$ cat src/rtl/core/fwr_pkg.sv
// shared codes, defaults and result struct of the fifo with remove by value
`timescale 1ns / 1ps

package fwr_pkg;

    localparam int FWR_DEPTH = 16;
    localparam int VALUE_W   = 32;

    // action codes
    localparam logic [1:0] ACT_PUSH   = 2'd0;
    localparam logic [1:0] ACT_POP    = 2'd1;
    localparam logic [1:0] ACT_REMOVE = 2'd2;

    // status codes
    localparam logic [1:0] STAT_OK        = 2'd0;
    localparam logic [1:0] STAT_EMPTY     = 2'd1;
    localparam logic [1:0] STAT_NOT_FOUND = 2'd2;
    localparam logic [1:0] STAT_FULL      = 2'd3;

    typedef struct packed {
        logic [VALUE_W-1:0] value;
        logic [1:0]         status;
    } fwr_resp_t;

endpackage

$ cat src/rtl/core/fwr_core.sv
// queue storage, scan sequencer and compare unit of the fifo with remove by value
`timescale 1ns / 1ps

module fwr_core import fwr_pkg::*; #(
    parameter  int DEPTH = FWR_DEPTH,
    localparam int CW    = $clog2(DEPTH + 1),
    localparam int AW    = $clog2(DEPTH)
) (
    input  logic               aclk,
    input  logic               aresetn,
    input  logic               start,
    input  logic [1:0]         action,
    input  logic [VALUE_W-1:0] value,
    output logic               idle,
    output logic               res_valid,
    input  logic               res_ready,
    output fwr_resp_t          resp,
    output logic [CW-1:0]      count
);

    localparam logic [2:0] S_IDLE     = 3'd0;
    localparam logic [2:0] S_POP_WAIT = 3'd1;
    localparam logic [2:0] S_SCAN     = 3'd2;
    localparam logic [2:0] S_RESP     = 3'd3;

    logic [VALUE_W-1:0] mem [DEPTH];

    logic [2:0]         state_reg, state_next;
    logic [AW-1:0]      head_reg, head_next;
    logic [CW-1:0]      count_reg, count_next;
    logic [VALUE_W-1:0] val_reg, val_next;
    logic [CW-1:0]      rd_off_reg, rd_off_next;
    logic [CW-1:0]      cmp_off_reg, cmp_off_next;
    logic [CW-1:0]      kept_reg, kept_next;
    fwr_resp_t          resp_reg, resp_next;
    logic [VALUE_W-1:0] rd_data_reg;

    logic               mem_we;
    logic [AW-1:0]      mem_waddr, mem_raddr;
    logic [VALUE_W-1:0] mem_wdata;
    logic               match;
    logic [CW-1:0]      kept_inc;

    // physical slot of a queue offset from the head
    function automatic logic [AW-1:0] slot(input logic [AW-1:0] h, input logic [CW-1:0] off);
        logic [CW:0] s;
        s = {{(CW + 1 - AW){1'b0}}, h} + {1'b0, off};
        if (s >= (CW + 1)'(DEPTH)) s = s - (CW + 1)'(DEPTH);
        return s[AW-1:0];
    endfunction

    assign match    = (rd_data_reg == val_reg);
    assign kept_inc = match ? kept_reg : kept_reg + CW'(1);

    always_comb begin
        state_next   = state_reg;
        head_next    = head_reg;
        count_next   = count_reg;
        val_next     = val_reg;
        rd_off_next  = rd_off_reg;
        cmp_off_next = cmp_off_reg;
        kept_next    = kept_reg;
        resp_next    = resp_reg;
        mem_we       = 1'b0;
        mem_waddr    = slot(head_reg, kept_reg);
        mem_wdata    = rd_data_reg;
        mem_raddr    = head_reg;
        case (state_reg)
            S_IDLE: begin
                if (start) begin
                    val_next  = value;
                    resp_next = '{value: '0, status: STAT_OK};
                    case (action)
                        ACT_PUSH: begin
                            if (count_reg == CW'(DEPTH)) begin
                                resp_next.status = STAT_FULL;
                            end else begin
                                mem_we     = 1'b1;
                                mem_waddr  = slot(head_reg, count_reg);
                                mem_wdata  = value;
                                count_next = count_reg + CW'(1);
                            end
                            state_next = S_RESP;
                        end
                        ACT_POP: begin
                            if (count_reg == '0) begin
                                resp_next  = '{value: '1, status: STAT_EMPTY};
                                state_next = S_RESP;
                            end else begin
                                state_next = S_POP_WAIT;
                            end
                        end
                        ACT_REMOVE: begin
                            if (count_reg == '0) begin
                                resp_next.status = STAT_EMPTY;
                                state_next       = S_RESP;
                            end else begin
                                // head read is already in flight
                                rd_off_next  = CW'(1);
                                cmp_off_next = '0;
                                kept_next    = '0;
                                state_next   = S_SCAN;
                            end
                        end
                        default: begin
                            state_next = S_RESP;
                        end
                    endcase
                end
            end
            S_POP_WAIT: begin
                resp_next  = '{value: rd_data_reg, status: STAT_OK};
                head_next  = slot(head_reg, CW'(1));
                count_next = count_reg - CW'(1);
                state_next = S_RESP;
            end
            S_SCAN: begin
                mem_raddr    = slot(head_reg, rd_off_reg);
                rd_off_next  = rd_off_reg + CW'(1);
                cmp_off_next = cmp_off_reg + CW'(1);
                if (cmp_off_reg == '0 && match) begin
                    // head holds the value: only the head goes
                    head_next  = slot(head_reg, CW'(1));
                    count_next = count_reg - CW'(1);
                    resp_next  = '{value: val_reg, status: STAT_OK};
                    state_next = S_RESP;
                end else begin
                    // survivors are packed toward the head; writes trail reads
                    mem_we    = !match;
                    kept_next = kept_inc;
                    if (cmp_off_reg == count_reg - CW'(1)) begin
                        if (kept_inc == count_reg) begin
                            resp_next = '{value: '0, status: STAT_NOT_FOUND};
                        end else begin
                            resp_next  = '{value: val_reg, status: STAT_OK};
                            count_next = kept_inc;
                        end
                        state_next = S_RESP;
                    end
                end
            end
            S_RESP: begin
                if (res_ready) state_next = S_IDLE;
            end
            default: begin
                state_next = S_IDLE;
            end
        endcase
    end

    always_ff @(posedge aclk) begin
        if (!aresetn) begin
            state_reg <= S_IDLE;
            head_reg  <= '0;
            count_reg <= '0;
        end else begin
            state_reg <= state_next;
            head_reg  <= head_next;
            count_reg <= count_next;
        end
    end

    always_ff @(posedge aclk) begin
        val_reg     <= val_next;
        rd_off_reg  <= rd_off_next;
        cmp_off_reg <= cmp_off_next;
        kept_reg    <= kept_next;
        resp_reg    <= resp_next;
    end

    always_ff @(posedge aclk) begin
        if (mem_we) mem[mem_waddr] <= mem_wdata;
        rd_data_reg <= mem[mem_raddr];
    end

    assign idle      = (state_reg == S_IDLE);
    assign res_valid = (state_reg == S_RESP);
    assign resp      = resp_reg;
    assign count     = count_reg;

endmodule

$ cat src/rtl/core/fifo_with_remove_by_value_top.sv
// top level of the fifo with remove by value: stream ports and result register
`timescale 1ns / 1ps

// fifo of signed 32-bit values with push, pop and remove by value
// input channel s_axis: one transfer is one action with its value
// result channel m_axis: exactly one result transfer per action, in order
//   result_value, status and the entry count after the action
// from input transfer to m_axis_tvalid: push, the unused code, and pop or
//   remove on an empty queue go straight to the result state; pop waits
//   in its own state for the head read; remove scans the queue, ending at
//   once when the head matches, otherwise comparing every entry; the
//   result then passes through the output register
// the sequencer goes idle as the output register takes its result, and only
// then takes the next input transfer
// remove walks the queue one entry a cycle through the single read port
// of the storage ram, packing survivors through its write port
// one action in flight at a time; s_axis_tready is high only while idle
// the output register lets the next action start while a result waits;
// a stalled receiver holds the result, and the sequencer then waits with
// its own result until the output register frees
// reset empties the queue (head and count cleared); ram contents are
// left as they are and only data read from occupied slots is ever used
module fifo_with_remove_by_value_top import fwr_pkg::*; #(
    parameter  int DEPTH = FWR_DEPTH,
    localparam int CW    = $clog2(DEPTH + 1),
    localparam int OUT_W = ((VALUE_W + 2 + CW + 7) / 8) * 8
) (
    input  logic             aclk,
    input  logic             aresetn,
    input  logic             s_axis_tvalid,
    output logic             s_axis_tready,
    input  logic [39:0]      s_axis_tdata,   // action[1:0], value[33:2], zero pad
    output logic             m_axis_tvalid,
    input  logic             m_axis_tready,
    output logic [OUT_W-1:0] m_axis_tdata    // result_value[31:0], status[33:32], count
);

    logic            core_idle;
    logic            core_res_valid;
    logic            core_res_ready;
    fwr_resp_t       core_resp;
    logic [CW-1:0]   core_count;

    logic            m_valid_reg;
    fwr_resp_t       m_resp_reg;
    logic [CW-1:0]   m_count_reg;

    logic            in_xfer;

    assign s_axis_tready = core_idle;
    assign in_xfer       = s_axis_tvalid && core_idle;

    fwr_core #(
        .DEPTH (DEPTH)
    ) u_core (
        .aclk      (aclk),
        .aresetn   (aresetn),
        .start     (in_xfer),
        .action    (s_axis_tdata[1:0]),
        .value     (s_axis_tdata[33:2]),
        .idle      (core_idle),
        .res_valid (core_res_valid),
        .res_ready (core_res_ready),
        .resp      (core_resp),
        .count     (core_count)
    );

    // output register takes a result when empty or being drained
    assign core_res_ready = !m_valid_reg || m_axis_tready;

    always_ff @(posedge aclk) begin
        if (!aresetn) begin
            m_valid_reg <= 1'b0;
        end else if (core_res_ready) begin
            m_valid_reg <= core_res_valid;
        end
    end

    always_ff @(posedge aclk) begin
        if (core_res_ready && core_res_valid) begin
            m_resp_reg  <= core_resp;
            m_count_reg <= core_count;
        end
    end

    assign m_axis_tvalid = m_valid_reg;
    assign m_axis_tdata  = {{(OUT_W - VALUE_W - 2 - CW){1'b0}}, m_count_reg,
                            m_resp_reg.status, m_resp_reg.value};

    // sequencer is busy right after taking an action
    a_busy_after_accept: assert property (@(posedge aclk) disable iff (!aresetn)
        in_xfer |=> !s_axis_tready)
        else $error("input accepted on back-to-back cycles");

    // a refused push only happens with the queue full
    a_full_count: assert property (@(posedge aclk) disable iff (!aresetn)
        (m_valid_reg && m_resp_reg.status == STAT_FULL) |-> (m_count_reg == CW'(DEPTH)))
        else $error("full status with queue not full");

    // an empty status only happens with the queue empty
    a_empty_count: assert property (@(posedge aclk) disable iff (!aresetn)
        (m_valid_reg && m_resp_reg.status == STAT_EMPTY) |-> (m_count_reg == '0))
        else $error("empty status with entries in queue");

    // entry count stays within the storage depth
    a_count_range: assert property (@(posedge aclk) disable iff (!aresetn)
        core_count <= CW'(DEPTH))
        else $error("entry count beyond depth");

endmodule

$ cat config.mk
export PLATFORM = sky130hd
export DESIGN_NAME = fifo_with_remove_by_value_top
export DESIGN_NICKNAME = d
export VERILOG_FILES = /design/src/rtl/core/fwr_pkg.sv /design/src/rtl/core/fwr_core.sv /design/src/rtl/core/fifo_with_remove_by_value_top.sv
export SDC_FILE = /design/constraint.sdc
export NUM_CORES = 1
export LEC_CHECK = 0
export BUFFER_PORTS_ARGS = -buffer_cell sky130_fd_sc_hd__buf_2
export CAP_MARGIN = 20
export CORE_ASPECT_RATIO = 1.75
export CORE_UTILIZATION = 40
export CTS_BUF_LIST = sky130_fd_sc_hd__clkbuf_16
export DETAILED_ROUTE_END_ITERATION = 10
export GPL_TIMING_DRIVEN = 0
export PLACE_DENSITY = 0.58
export SLEW_MARGIN = 40
export SYNTH_ARGS = -nofsm -noshare
export SYNTH_HDL_FRONTEND = slang
export SYNTH_SLANG_ARGS = --single-unit
$ cat constraint.sdc
create_clock -name aclk -period 4.1 [get_ports aclk]
set_input_delay 0.41 -clock aclk [delete_from_list [all_inputs] [get_ports aclk]]
set_output_delay 0.41 -clock aclk [all_outputs]
set_load 0.02 [all_outputs]
## Word-level counts from Yosys, hierarchy flattened

Memory sizes are Yosys's and may differ from the RTL's. A register that Yosys moved wholly into a read port is not among the register bits.
Cells that the tools add are included.

| operators by class | value |
|---|---|
| $lt $le $gt $ge | 4 |
| mux-type cells | 58 |
| equal/unequal tests | 19 |
| add/subtract/negate cells | 13 |
| reductions and logical operators | 20 |

Operators with widths:

| operator | count |
|---|---|
| $mux W34 | 5 |
| $mux W32 | 5 |
| $pmux W34 S3 | 1 |
| $mux W5 | 14 |
| $mux W4 | 10 |
| $eq A32 B32 Y1 | 1 |
| $pmux W5 S2 | 3 |
| $add A5 B1 Y5 const B | 4 |
| $add A4 B5 Y6 | 3 |
| $ge A6 B5 Y1 const B | 3 |
| $sub A4 B1 Y4 const B | 4 |
| $pmux W5 S3 | 1 |
| $mux W3 | 4 |
| $pmux W3 S4 | 1 |
| $eq A5 B5 Y1 | 2 |
| $logic_not A5 Y1 | 2 |
| $ne A2 B1 Y1 const B | 5 |
| $mux W1 | 8 |
| $pmux W4 S2 | 1 |
| $eq A3 B2 Y1 const B | 2 |
| $ne A2 B2 Y1 const B | 3 |
| $pmux W2 S3 | 1 |
| $pmux W3 S2 | 1 |
| $reduce_and A3 Y1 | 2 |
| 22 further kinds | 28 |

| storage, ports and cells | value |
|---|---|
| logic and storage cells | 128 |
| bits in registers | 133 |
| output and inout port bits | 42 |
| bits in writable memories | 512 |
| memories kept | 1 |

Memories:

| name | words | bits a word | rd ports | clocked after Yosys merged registers in | write ports | line | RTL |
|---|---|---|---|---|---|---|---|
| u_core.mem | 16 | 32 | 1 | 1 | 1 | fwr_core.sv:26 | `logic [VALUE_W-1:0] mem [DEPTH];` |

## Longest topological paths before layout

Gate-level depths: netlist (run 1).

| depth | value |
|---|---|
| depth after elaboration | 7 |
| depth in mapped cells | 12 |
| gate-level depth less buffers | 10 |

## Cells and area by module

Synthesis (run 1) repeated with hierarchy kept, for this count alone.

| second synthesis, totals | value |
|---|---|
| cells, all modules | 1,409 |
| area total of the unflattened synthesis | 26,979.6 µm² |

Modules (own cells, without submodules):

| module | times used | area each (µm²) | cells each | seq. area each (µm²) |
|---|---|---|---|---|
| fwr_core | 1 | 25,733.4 | 1,362 | 18,637.9 |
| fifo_with_remove_by_value_top | 1 | 1,246.2 | 47 | 1,191.1 |

## Worst setup path before layout (run 1)

Ideal clock, no wire load.

| path | value |
|---|---|
| path type | register to register |
| from | register u_core.state_reg[0] |
| to | memory u_core.mem[7][0], enable pin |
| arrival time | 4.108 ns |
| clock period less this slack | 4.533 ns |
| stages on the path, launching flop included | 10 |
| setup slack | -0.433 ns |
| buffers on the path | 0 |
| path through | dfxtp_1 inv_1 ha_1 and2_1 nand2_1 nor2_1 a21oi_1 xnor2_1 nand2b_1 nor2b_1 |

| on the way | value |
|---|---|
| cells in the longest elaborated chain, start to end | 6 |
| elaborated cells on any way between the ends | 9 |

RTL lines:

| item | line | RTL |
|---|---|---|
| start, declared | fwr_core.sv:28 | `logic [2:0] state_reg, state_next;` |
| start signal, assigned | fwr_core.sv:157 | `state_reg <= state_next;` |
| $logic_not A3 Y1 * | fwr_core.sv:176 | `assign idle = (state_reg == S_IDLE);` |
| net s_axis_tready | fifo_with_remove_by_value_top.sv:31 | `output logic s_axis_tready,` |
| $logic_and A1 B1 Y1 | fifo_with_remove_by_value_top.sv:51 | `assign in_xfer = s_axis_tvalid && core_idle;` |
| $mux W1 | fwr_core.sv:70 | `if (start) begin` |
| $pmux W1 S2 | fwr_core.sv:68 | `case (state_reg)` |
| $mux W1 | fwr_core.sv:172 | `if (mem_we) mem[mem_waddr] <= mem_wdata;` |
| $mux W1 (not written as such) | fwr_core.sv:172 |  |
| end, declared | fwr_core.sv:26 |  |

Mark *: on every way through the listed nets, which the timed path passes. The rest lies on a longest branch.

## Worst setup path in the final report (run 1)

| path | value |
|---|---|
| from | register u_core.count_reg[1], in the netlist u_core.count[1] |
| to | memory u_core.mem[9][19], enable pin |

| on the way | value |
|---|---|
| cells in the longest elaborated chain, start to end | 7 |
| elaborated cells on any way between the ends | 15 |

RTL lines:

| item | line | RTL |
|---|---|---|
| start, declared | fwr_core.sv:30 | `logic [CW-1:0] count_reg, count_next;` |
| start signal, assigned | fwr_core.sv:159 | `count_reg <= count_next;` |
| $add A4 B5 Y6 / $eq A5 B5 Y1 (equally long branches) | fwr_core.sv:47, fwr_core.sv:75 |  |
| $ge A6 B5 Y1 (tied with other cells) | fwr_core.sv:48 | `if (s >= (CW + 1)'(DEPTH)) s = s - (CW + 1)'(DEPTH);` |
| $mux W4 / $mux W1 (equally long branches) | fwr_core.sv:48, fwr_core.sv:73 |  |
| $mux W4 / $mux W1 (equally long branches) | fwr_core.sv:75, fwr_core.sv:70 |  |
| $mux W4 / $pmux W1 S2 (equally long branches) | fwr_core.sv:73, fwr_core.sv:68 |  |
| $mux W4 / $mux W1 (equally long branches) | fwr_core.sv:70, fwr_core.sv:172 |  |
| $mux W4 / $mux W1 (equally long branches) | fwr_core.sv:68, fwr_core.sv:172 |  |

Several ways; a longest one is shown, not always the timed one.

==> results_dict.tcl, run 1 <==
set metrics [dict create \
    clock_latency_ns 0.62 \
    skew_ns 0.0237 \
    drcViolationCount 0 \
    synthesis.area_um2 27000 \
    slew_headroom_pct 44.3 \
    maxCapViolCount 0 \
    grt_pass1_vias 14600 \
    synth_xor_area_share_pct 1.88 \
    cp-end-kind "flip-flop" \
    synth-compound-area-share_pct 4.77 \
    synth_top_family_by_area "multiplexers" \
    p_seq_share_pct 44.0 \
    seq_area_frac_synth_pct 73.4 \
    root_buffer "clkbuf_16" \
    synth_cells 1401 \
    holdWs_ns 0.0233 \
    cts_buffers 57 \
    p_clk_share_pct 24.5 \
    finalHoldViolations 0 \
    gr-usage-met2_pct 38.3 \
    grt_pass1_wl_um 99300 \
    grtUsageMet3_pct 2.61 \
    vias 14100 \
    drive_gt1_share_pct 28.5 \
    track_usage_pct 20.4 \
    rows 125 \
    die-height_um 346 \
    swShare_pct 32.1 \
    finalMaxSlewViolations 0 \
    grt_overflow 0 \
    outcome "completed" \
    grt_max_degree 26 \
    synth_fa_ha_area_share_pct 1.37 \
    synth-simple-area-share_pct 3.50 \
    dpl_cell_area_um2 29500 \
    cts_tree "built" \
    synth_top_area_share_pct 70.1 \
    holdPathStages 1 \
    power_density_nw_per_um2 708 \
    p_int_mw 15.2 \
    syn_area_per_cell_um2 19.3 \
    hold_end "u_core.val_reg[12]$_DFFE_PP_" \
    vdd_drop_max_mv 0.356 \
    ios 86 \
    yosysUniqueCellTypes 76 \
    min_path_type "primary input to flip-flop" \
    area_growth_pct 17.3 \
    crit_type "flip-flop to flip-flop" \
    n_antenna_cell 0 \
    setup_viol 0 \
    place_ws_ns -0.359 \
    clk_pin_slew_ns 0.07 \
    dr.pass1.iters 5 \
    grt_antenna_before_repair 0 \
    finalCritPeriodShare_pct 95.4 \
    grt.busiest_layer "met2" \
    crit_arrival_ns 4.24 \
    wl_per_cell_um 26.9 \
    ant_nets 0 \
    core-area_um2 66600 \
    dieWidth_um 198 \
    worstMarginPinSlew_ns 0.835 \
    r2r_cells 13 \
    r2r_start "u_core.count[1]$_SDFFE_PN0P_" \
    cp-start-kind "flip-flop" \
    rsz0062_at_grt "no" \
    cts.path.max_buffers 3 \
    fmax_mhz 256 \
    synth_warnings 0 \
    fill_cells 5634 \
    drt_iter0_markers 1254 \
    fin_total_pwr_mw 22.5 \
    synth-seq-cells 675 \
    fin_ws_ns 0.191 \
    globalplace.congestion 0.896 \
    routed_via_density 5.52 \
    portBuffers 78 \
    synth-async-reset-ratio_pct 0 \
    clock_sinks 675 \
    htreeDepth 2 \
    period_needed_ns 3.91 \
    worstPathRequired_ns 4.43 \
    hpwlAfterDp_um 47600 \
    synth-edff-count 631 \
    dieArea_um2 68600 \
    combPwrFrac_pct 31.6 \
    reg2reg_to "u_core.mem[9][19]$_DFFE_PP_" \
    yosys-mux-area-fraction_pct 13.3 \
    largest_reg_flops 512 \
    min-delay-start "s_axis_tdata[14]" \
    power.switching_mw 7.21 \
    yosys.area.top_type "edfxtp_1" \
    critPathMaxFanout 11 \
    leakage_nw 10.8 \
    ys.flop_type "edfxtp_1" \
    start_util_pct 40.6 \
    fin_nets 1683 \
    synth_area_leaders "edfxtp_1, mux4_2, dfxtp_1, xor2_1, mux2_2" \
    use_met1_pct 23.5 \
    wl_um 68500 \
    fin_area_um2 31700 \
    synth_nets 1472 \
    r2r_setup_slack_ns 0.19 \
]
==> per-layer routing <==
| metal | up-vias | wire, µm |
|---|---|---|
| met5 | - | 0 |
| met4 | 0 | 2080 |
| met3 | 109 | 3160 |
| met2 | 444 | 38100 |
| met1 | 7385 | 25100 |
| li1 | 6114 | - |
==> worst max-delay path: stages, from the launching register on <==
cell and delay [ns]:
dfxtp_1 0.37, clkbuf_2 0.22, inv_1 0.12, ha_1 0.31
or3b_1 0.37, clkbuf_1 0.17, o21a_1 0.22, nand2_1 0.31
a21oi_1 0.14, xnor2_1 0.40, nand2_1 0.31, nor2_4 0.26
buf_8 0.22, buf_16 0.18
==> layout make-up <==
type	count	area, µm²	area share, %
buffer	77	425	1.34
clock buffer	58	1450	4.58
clock inverter	47	420	1.33
inverter	20	75.1	0.237
multi-input combinational	629	6870	21.7
sequential	675	19800	62.5
tap	889	1110	3.51
timing repair buffer	152	1530	4.82
==> cells in the final DEF (no fill, tap or decap), drive strengths merged, types with 4 or more instances in the layout <==
master,n
edfxtp,631
buf,179
mux4,128
clkbuf,93
a21oi,54
xor2,45
nor2,45
dfxtp,44
nor2b,37
mux2i,35
a211oi,35
a221o,33
mux2,32
inv,29
clkinv,29
nand2,28
ha,24
dlygate4sd3,14
xnor2,13
nand3,12
nor4,10
nand4,8
o21ai,8
bufinv,7
and2,7
and3,6
a21o,5
nor3,5
o22ai,5
o211ai,4
==> Yosys cell counts, drive strengths merged (2+ instances only) <==
| master | instances |
|---|---|
| a221o | 33 |
| nand4 | 8 |
| o21a | 3 |
| o211ai | 4 |
| nor2b | 37 |
| fa | 3 |
| o2111ai | 2 |
| nand2 | 28 |
| a31oi | 3 |
| nand2b | 3 |
| and3 | 6 |
| mux2i | 35 |
| and4 | 3 |
| clkbuf | 35 |
| o21ai | 8 |
| nor4 | 10 |
| buf | 40 |
| a221oi | 2 |
| nand3 | 12 |
| mux4 | 128 |
| edfxtp | 631 |
| nor3b | 3 |
| xor2 | 45 |
| o221ai | 2 |
| a21o | 5 |
| nand3b | 2 |
| or3 | 2 |
| nor3 | 5 |
| mux2 | 32 |
| and2 | 7 |
| a21oi | 54 |
| dfxtp | 44 |
| ha | 24 |
| o22ai | 5 |
| o32ai | 2 |
| o31ai | 3 |
| o211a | 2 |
| xnor2 | 13 |
| a211oi | 35 |
| inv | 20 |
| nor2 | 45 |
==> cells by family after synthesis <==
family          count (synthesis)
buf+inv                        97
flops                         675
simple gates                  175
xor+xnor                       58
compound gates                172
mux                           195
fa+ha+maj                      28
other cells                     1
==> metrics by stage <==
step / TNS [ns] / util, % / std cells
6_report: 0 / 47.6 / 2547
5_1_grt: 0 / 47.6 / 2547
4_1_cts: 0 / 47.5 / 2536
3_5_place_dp: -53.08 / 44.3 / 2409
3_3_place_gp: -1948.34 / 42.8 / 2368
2_1_floorplan: -115.86 / - / 1401
==> timing repair <==
item                       CTS  global route
resized for setup            3             3
pin swaps                    7             4
setup endpoints to repair  280           239
setup buffers                9            11
hold buffers                13             0
hold endpoints to repair    13             0
gates cloned                 0             0
==> power by group through the flow <==
stage / Sequential, mW / Clock (mW) / Combinational (mW)
after floorplan: 9.94 / 0 / 4.55
after global placement: 10.1 / 0 / 6.60
after detailed placement: 10.0 / 0 / 7.12
after CTS: 9.88 / 5.59 / 7.16
after global routing: 9.96 / 5.82 / 7.59
final: 9.88 / 5.49 / 7.09
==> worst max-delay path by stage <==
stage / startpoint / to / cells past startpoint
floorplan: u_core.state_reg[0]$_SDFFE_PN0P_ / u_core.mem[4][0]$_DFFE_PP_ / 9
global placement: u_core.state_reg[0]$_SDFFE_PN0P_ / u_core.mem[1][21]$_DFFE_PP_ / 8
detailed placement: u_core.count[1]$_SDFFE_PN0P_ / u_core.mem[8][19]$_DFFE_PP_ / 13
CTS: u_core.count[1]$_SDFFE_PN0P_ / u_core.mem[1][0]$_DFFE_PP_ / 14
global route: u_core.head_reg[1]$_SDFFE_PN0P_ / u_core.rd_data_reg[9]$_DFF_P_ / 11
finish: u_core.count[1]$_SDFFE_PN0P_ / u_core.mem[9][19]$_DFFE_PP_ / 13
(Power assumes the default switching activity.)
==> run 2: changes to the inputs <==
CORE_MARGIN = 2   (was default)
==> results_dict.tcl, run 2 (synthesis gave the netlist of run 1 again) <==
set metrics [dict create \
    fmax_mhz 254 \
    slew_headroom_pct 42.3 \
    worstMarginPinSlew_ns 0.865 \
    grt_pass1_vias 14800 \
    reg2reg_to "u_core.rd_data_reg[5]$_DFF_P_" \
    track_usage_pct 20.2 \
    leakage_nw 10.8 \
    dpl_cell_area_um2 29700 \
    rows 126 \
    period_needed_ns 3.94 \
    outcome "completed" \
    finalCritPeriodShare_pct 96.1 \
    globalplace.congestion 0.887 \
    min-delay-start "s_axis_tdata[24]" \
    cp-end-kind "flip-flop" \
    fin_util_pct 47.4 \
    r2r_start "u_core.head_reg[1]$_SDFFE_PN0P_" \
    skew_ns 0.0231 \
    critPathMaxFanout 10 \
    worstPathRequired_ns 4.56 \
    cp-start-kind "flip-flop" \
    drcViolationCount 0 \
    clock_sinks 675 \
    clk_pin_slew_ns 0.06 \
    drt_iter0_markers 1378 \
    wl_per_cell_um 27.4 \
    portBuffers 78 \
    dr.pass1.iters 5 \
    routed_via_density 5.54 \
    fin_nets 1680 \
    cts_tree "built" \
    htreeDepth 2 \
    root_buffer "clkbuf_16" \
    vdd_drop_max_mv 0.347 \
    wl_um 70000 \
    ant_nets 0 \
    clock_latency_ns 0.63 \
    fin_ws_ns 0.159 \
    hold_end "u_core.val_reg[22]$_DFFE_PP_" \
    grt_max_degree 26 \
    drive_gt1_share_pct 28.0 \
    ios 86 \
    grt_overflow 0 \
    crit_arrival_ns 4.40 \
    cts_buffers 58 \
    place_ws_ns -0.377 \
    vias 14200 \
    holdPathStages 1 \
    dieWidth_um 200 \
    finalMaxSlewViolations 0 \
    fin_area_um2 31800 \
    hpwlAfterDp_um 48100 \
    setup_viol 0 \
    r2r_cells 11 \
    min_path_type "primary input to flip-flop" \
    cts.path.max_buffers 3 \
    r2r_setup_slack_ns 0.16 \
    maxCapViolCount 0 \
    fill_cells 5678 \
    n_antenna_cell 0 \
    dieArea_um2 69700 \
    start_util_pct 40.2 \
    crit_type "flip-flop to flip-flop" \
    final_common_cell "edfxtp_1" \
    finalHoldViolations 0 \
    layout_common_cells "edfxtp_1, mux4_2, buf_2" \
    power_density_nw_per_um2 710 \
    core-area_um2 67200 \
    largest_reg_flops 512 \
    grt_antenna_before_repair 1 \
    die-height_um 348 \
    rsz0062_at_grt "no" \
    grt_pass1_wl_um 101000 \
    area_growth_pct 17.7 \
]
run 2: cell count changes in the layout (fill, tap and decap cells not counted), sizes merged:
cell	before	now
inv	29	39
bufinv	7	6
clkinv	29	23
dlygate4sd3	14	15
buf	179	173
clkinvlp	2	1
clkbuf	93	97
run 2: final cells by class:
cell class	instances	area, µm²	share of cell area (%)
Tap cell	896	1120	3.52
Buffer	77	428	1.34
Sequential cell	675	19800	62.3
Clock inverter	49	383	1.20
Inverter	20	75.1	0.236
Timing Repair Buffer	148	1580	4.96
Multi-Input combinational cell	629	6880	21.6
Clock buffer	61	1530	4.80
run 2: per-layer routing:
layer	track usage [%]	up-vias	share of wire (%)
met5	0	-	0.026
li1	-	6139	-
met2	37.8	445	55
met1	23.7	7445	38
met3	2.52	130	4.2
met4	7.32	2	3.6
run 2: critical path: stages (launching register included):
cell and delay (ns):
dfxtp_1 0.62, inv_1 0.24, fa_1 0.45, xor2_1 0.16, nor2_1 0.05, a21oi_1 0.16, buf_2 0.31, buf_1 0.62
mux4_2 0.40, nor2b_1 0.14, a211oi_1 0.52, a21oi_1 0.11
run 2: worst max-delay path by stage:
stage	from	to	slack, ns	cells past startpoint
2_1_floorplan	u_core.state_reg[0]$_SDFFE_PN0P_	u_core.mem[4][0]$_DFFE_PP_	-0.37	9
3_3_place_gp	u_core.state_reg[0]$_SDFFE_PN0P_	u_core.mem[1][17]$_DFFE_PP_	-4.02	8
3_5_place_dp	u_core.count[1]$_SDFFE_PN0P_	u_core.mem[2][28]$_DFFE_PP_	-0.38	13
4_1_cts	u_core.count[1]$_SDFFE_PN0P_	u_core.mem[8][12]$_DFFE_PP_	0.05	14
5_1_grt	u_core.count[1]$_SDFFE_PN0P_	u_core.mem[2][29]$_DFFE_PP_	0.005	14
6_report	u_core.head_reg[1]$_SDFFE_PN0P_	u_core.rd_data_reg[5]$_DFF_P_	0.16	11
run 2: per-stage QoR:
step	instances	setup TNS [ns]	hold WS (ns)	power (mW)
detailed placement	2421	-62.16	0.405	17.2
CTS	2547	0	0.000802	22.8
finish	2555	0	0.0239	22.6
global route	2555	0	0.00444	23.5
floorplan	1401	-115.86	0.400	14.5
global placement	2375	-2087.09	0.403	16.7
run 2: power breakdown:
group | switching [mW] | leakage [nW] | internal (mW)
registers | 0.423 | 6.12 | 9.46
logic | 4.37 | 3.70 | 2.79
clock network | 2.47 | 1.00 | 3.07
run 2: what timing repair did:
item,in CTS,in global routing
pin swaps,2,1
setup buffers,2,8
hold buffers,14,0
gates resized for setup,4,3
setup endpoints to repair,394,261
hold endpoints to repair,14,0
==> run 3: changes to the inputs <==
CORE_MARGIN = default   (was 2)
CTS_CLUSTER_DIAMETER = 80   (was default)
GPL_TIMING_DRIVEN = default   (was 0)
==> results_dict.tcl, run 3 (synthesis gave the netlist of run 1 again) <==
set metrics [dict create \
    layout_common_cells "edfxtp_1, mux4_2, buf_2" \
    drt_iter0_markers 1149 \
    setup_viol 0 \
    ant_nets 0 \
    fill_cells 5690 \
    min_path_type "primary input to flip-flop" \
    clk_pin_slew_ns 0.07 \
    route.met2.wl_um 34100 \
    place_inst 2369 \
    cp-start-kind "flip-flop" \
    finalMaxSlewViolations 0 \
    dieWidth_um 198 \
    wl_um 64100 \
    largest_reg_flops 512 \
    cp-end-kind "flip-flop" \
    clock_sinks 675 \
    skew_ns 0.0229 \
    seqCellArea_um2 19800 \
    area_growth_pct 15.5 \
    dr.pass1.iters 6 \
    grt_max_degree 65 \
    hpwlAfterDp_um 38600 \
    grt_pass1_wl_um 94500 \
    core-area_um2 66600 \
    n_antenna_cell 0 \
    power_density_nw_per_um2 703 \
    htreeDepth 2 \
    critPathMaxFanout 32 \
    grt_pass1_vias 14400 \
    cts_buffers 57 \
    multi_input_area_um2 6910 \
    final_common_cell "edfxtp_1" \
    ctsResizeCount 0 \
    root_buffer "clkbuf_16" \
    vias 13600 \
    crit_family "simple AND/OR/NAND/NOR gates" \
    cts.path.max_buffers 3 \
    rows 125 \
    leakage_nw 10.5 \
    track_usage_pct 19.1 \
    vdd_drop_max_mv 0.411 \
    cts_tree "built" \
    rsz0062_at_grt "no" \
    min-delay-start "s_axis_tdata[21]" \
    ios 86 \
    fmax_mhz 290 \
    fin_total_pwr_mw 21.9 \
    drive_gt1_share_pct 27.3 \
    fin_nets 1630 \
    grt_antenna_before_repair 1 \
    met3WireLength_um 2560 \
    holdWs_ns 0.0279 \
    fin_util_pct 46.8 \
    finalHoldViolations 0 \
    die-height_um 346 \
    fin_ws_ns 0.654 \
    grt_overflow 0 \
    globalplace.congestion 0.833 \
    critPathSlowestCell "nor4_2" \
    crit_chain "xor2_1 > nor4_2 > and4_1 > nand2_4 > a211oi_4 > o211ai_1 > and3_1 > buf_4 > a221o_1" \
    slew_headroom_pct 49.9 \
    path_buf_inv 1 \
    highest_layer "met4" \
    met1_length_um 25600 \
    cts_setup_buffers 0 \
    portBuffers 78 \
    finalCritPeriodShare_pct 84.0 \
    start_util_pct 40.6 \
    clock_latency_ns 0.63 \
    fin_cells 2496 \
    period_needed_ns 3.45 \
    dieArea_um2 68600 \
    outcome "completed" \
    crit_type "flip-flop to flip-flop" \
    startpoint "u_core.val_reg[25]$_DFFE_PP_" \
    worstPathRequired_ns 4.46 \
    place_ws_ns 0.635 \
    maxCapViolCount 0 \
    crit_arrival_ns 3.81 \
    routed_via_density 5.44 \
    critPathMaxStageDelay_ns 0.58 \
    r2r_setup_slack_ns 0.65 \
    r2r_start "u_core.val_reg[25]$_DFFE_PP_" \
    wl_per_cell_um 25.7 \
    worstMarginPinSlew_ns 0.751 \
    drcViolationCount 0 \
]
-- run 3: cell types whose count changed in the layout (fill, tap and decap cells not counted), sizes merged --
cell	change
clkinvlp	+3
buf	-17
dlygate4sd1	-1
bufinv	-3
clkinv	+4
clkbuf	-39
inv	-4
dlygate4sd3	+5
-- run 3: what timing repair did --
action	4_1_cts	5_1_grt
hold buffers	20	0
endpoints found under the setup margin	0	0
hold endpoints to repair	20	0
-- run 3: power breakdown --
part | internal, mW | switching [mW]
Combinational | 2.79 | 3.95
Clock | 2.77 | 2.48
Sequential | 9.47 | 0.476
-- run 3: cell type report --
cell class	count	share of cell area, %
Inverter	20	0.241
Clock buffer	58	4.65
Multi-Input combinational cell	629	22.1
Timing Repair Buffer	176	4.80
Sequential cell	675	63.5
Clock inverter	49	1.07
Tap cell	889	3.56
-- run 3: through the flow --
stage	TNS [ns]	instance area, µm²
finish	0	31200
global route	0	31200
CTS	0	31200
detailed placement	0	29200
global placement	0	29200
floorplan	-115.86	27000
-- run 3: worst paths after layout --
kind / end / depth (start not counted)
setup / recovery: u_core.resp[12]$_DFFE_PP_ / 9
hold / removal: u_core.val_reg[19]$_DFFE_PP_ / 1
setup reg to reg: u_core.resp[12]$_DFFE_PP_ / 9
hold reg to reg: m_axis_tdata[24]$_DFFE_PP_ / 0
-- run 3: metal layers --
layer	global-route usage, %	vias to the layer above
met3	2.12	97
met5	0	-
met1	23.6	7108
met4	6.42	0
li1	-	6014
met2	34.5	371
-- run 3: worst register-to-register path, delay by kind of cell, from the launching register on --
family | cells | cell delay [ns]
AOI/OAI and AO/OA | 3 | 0.77
xor gates and xnor gates | 1 | 0.28
buffers and inverters | 1 | 0.30
DFF | 1 | 0.41
and+or+nand+nor | 4 | 1.44
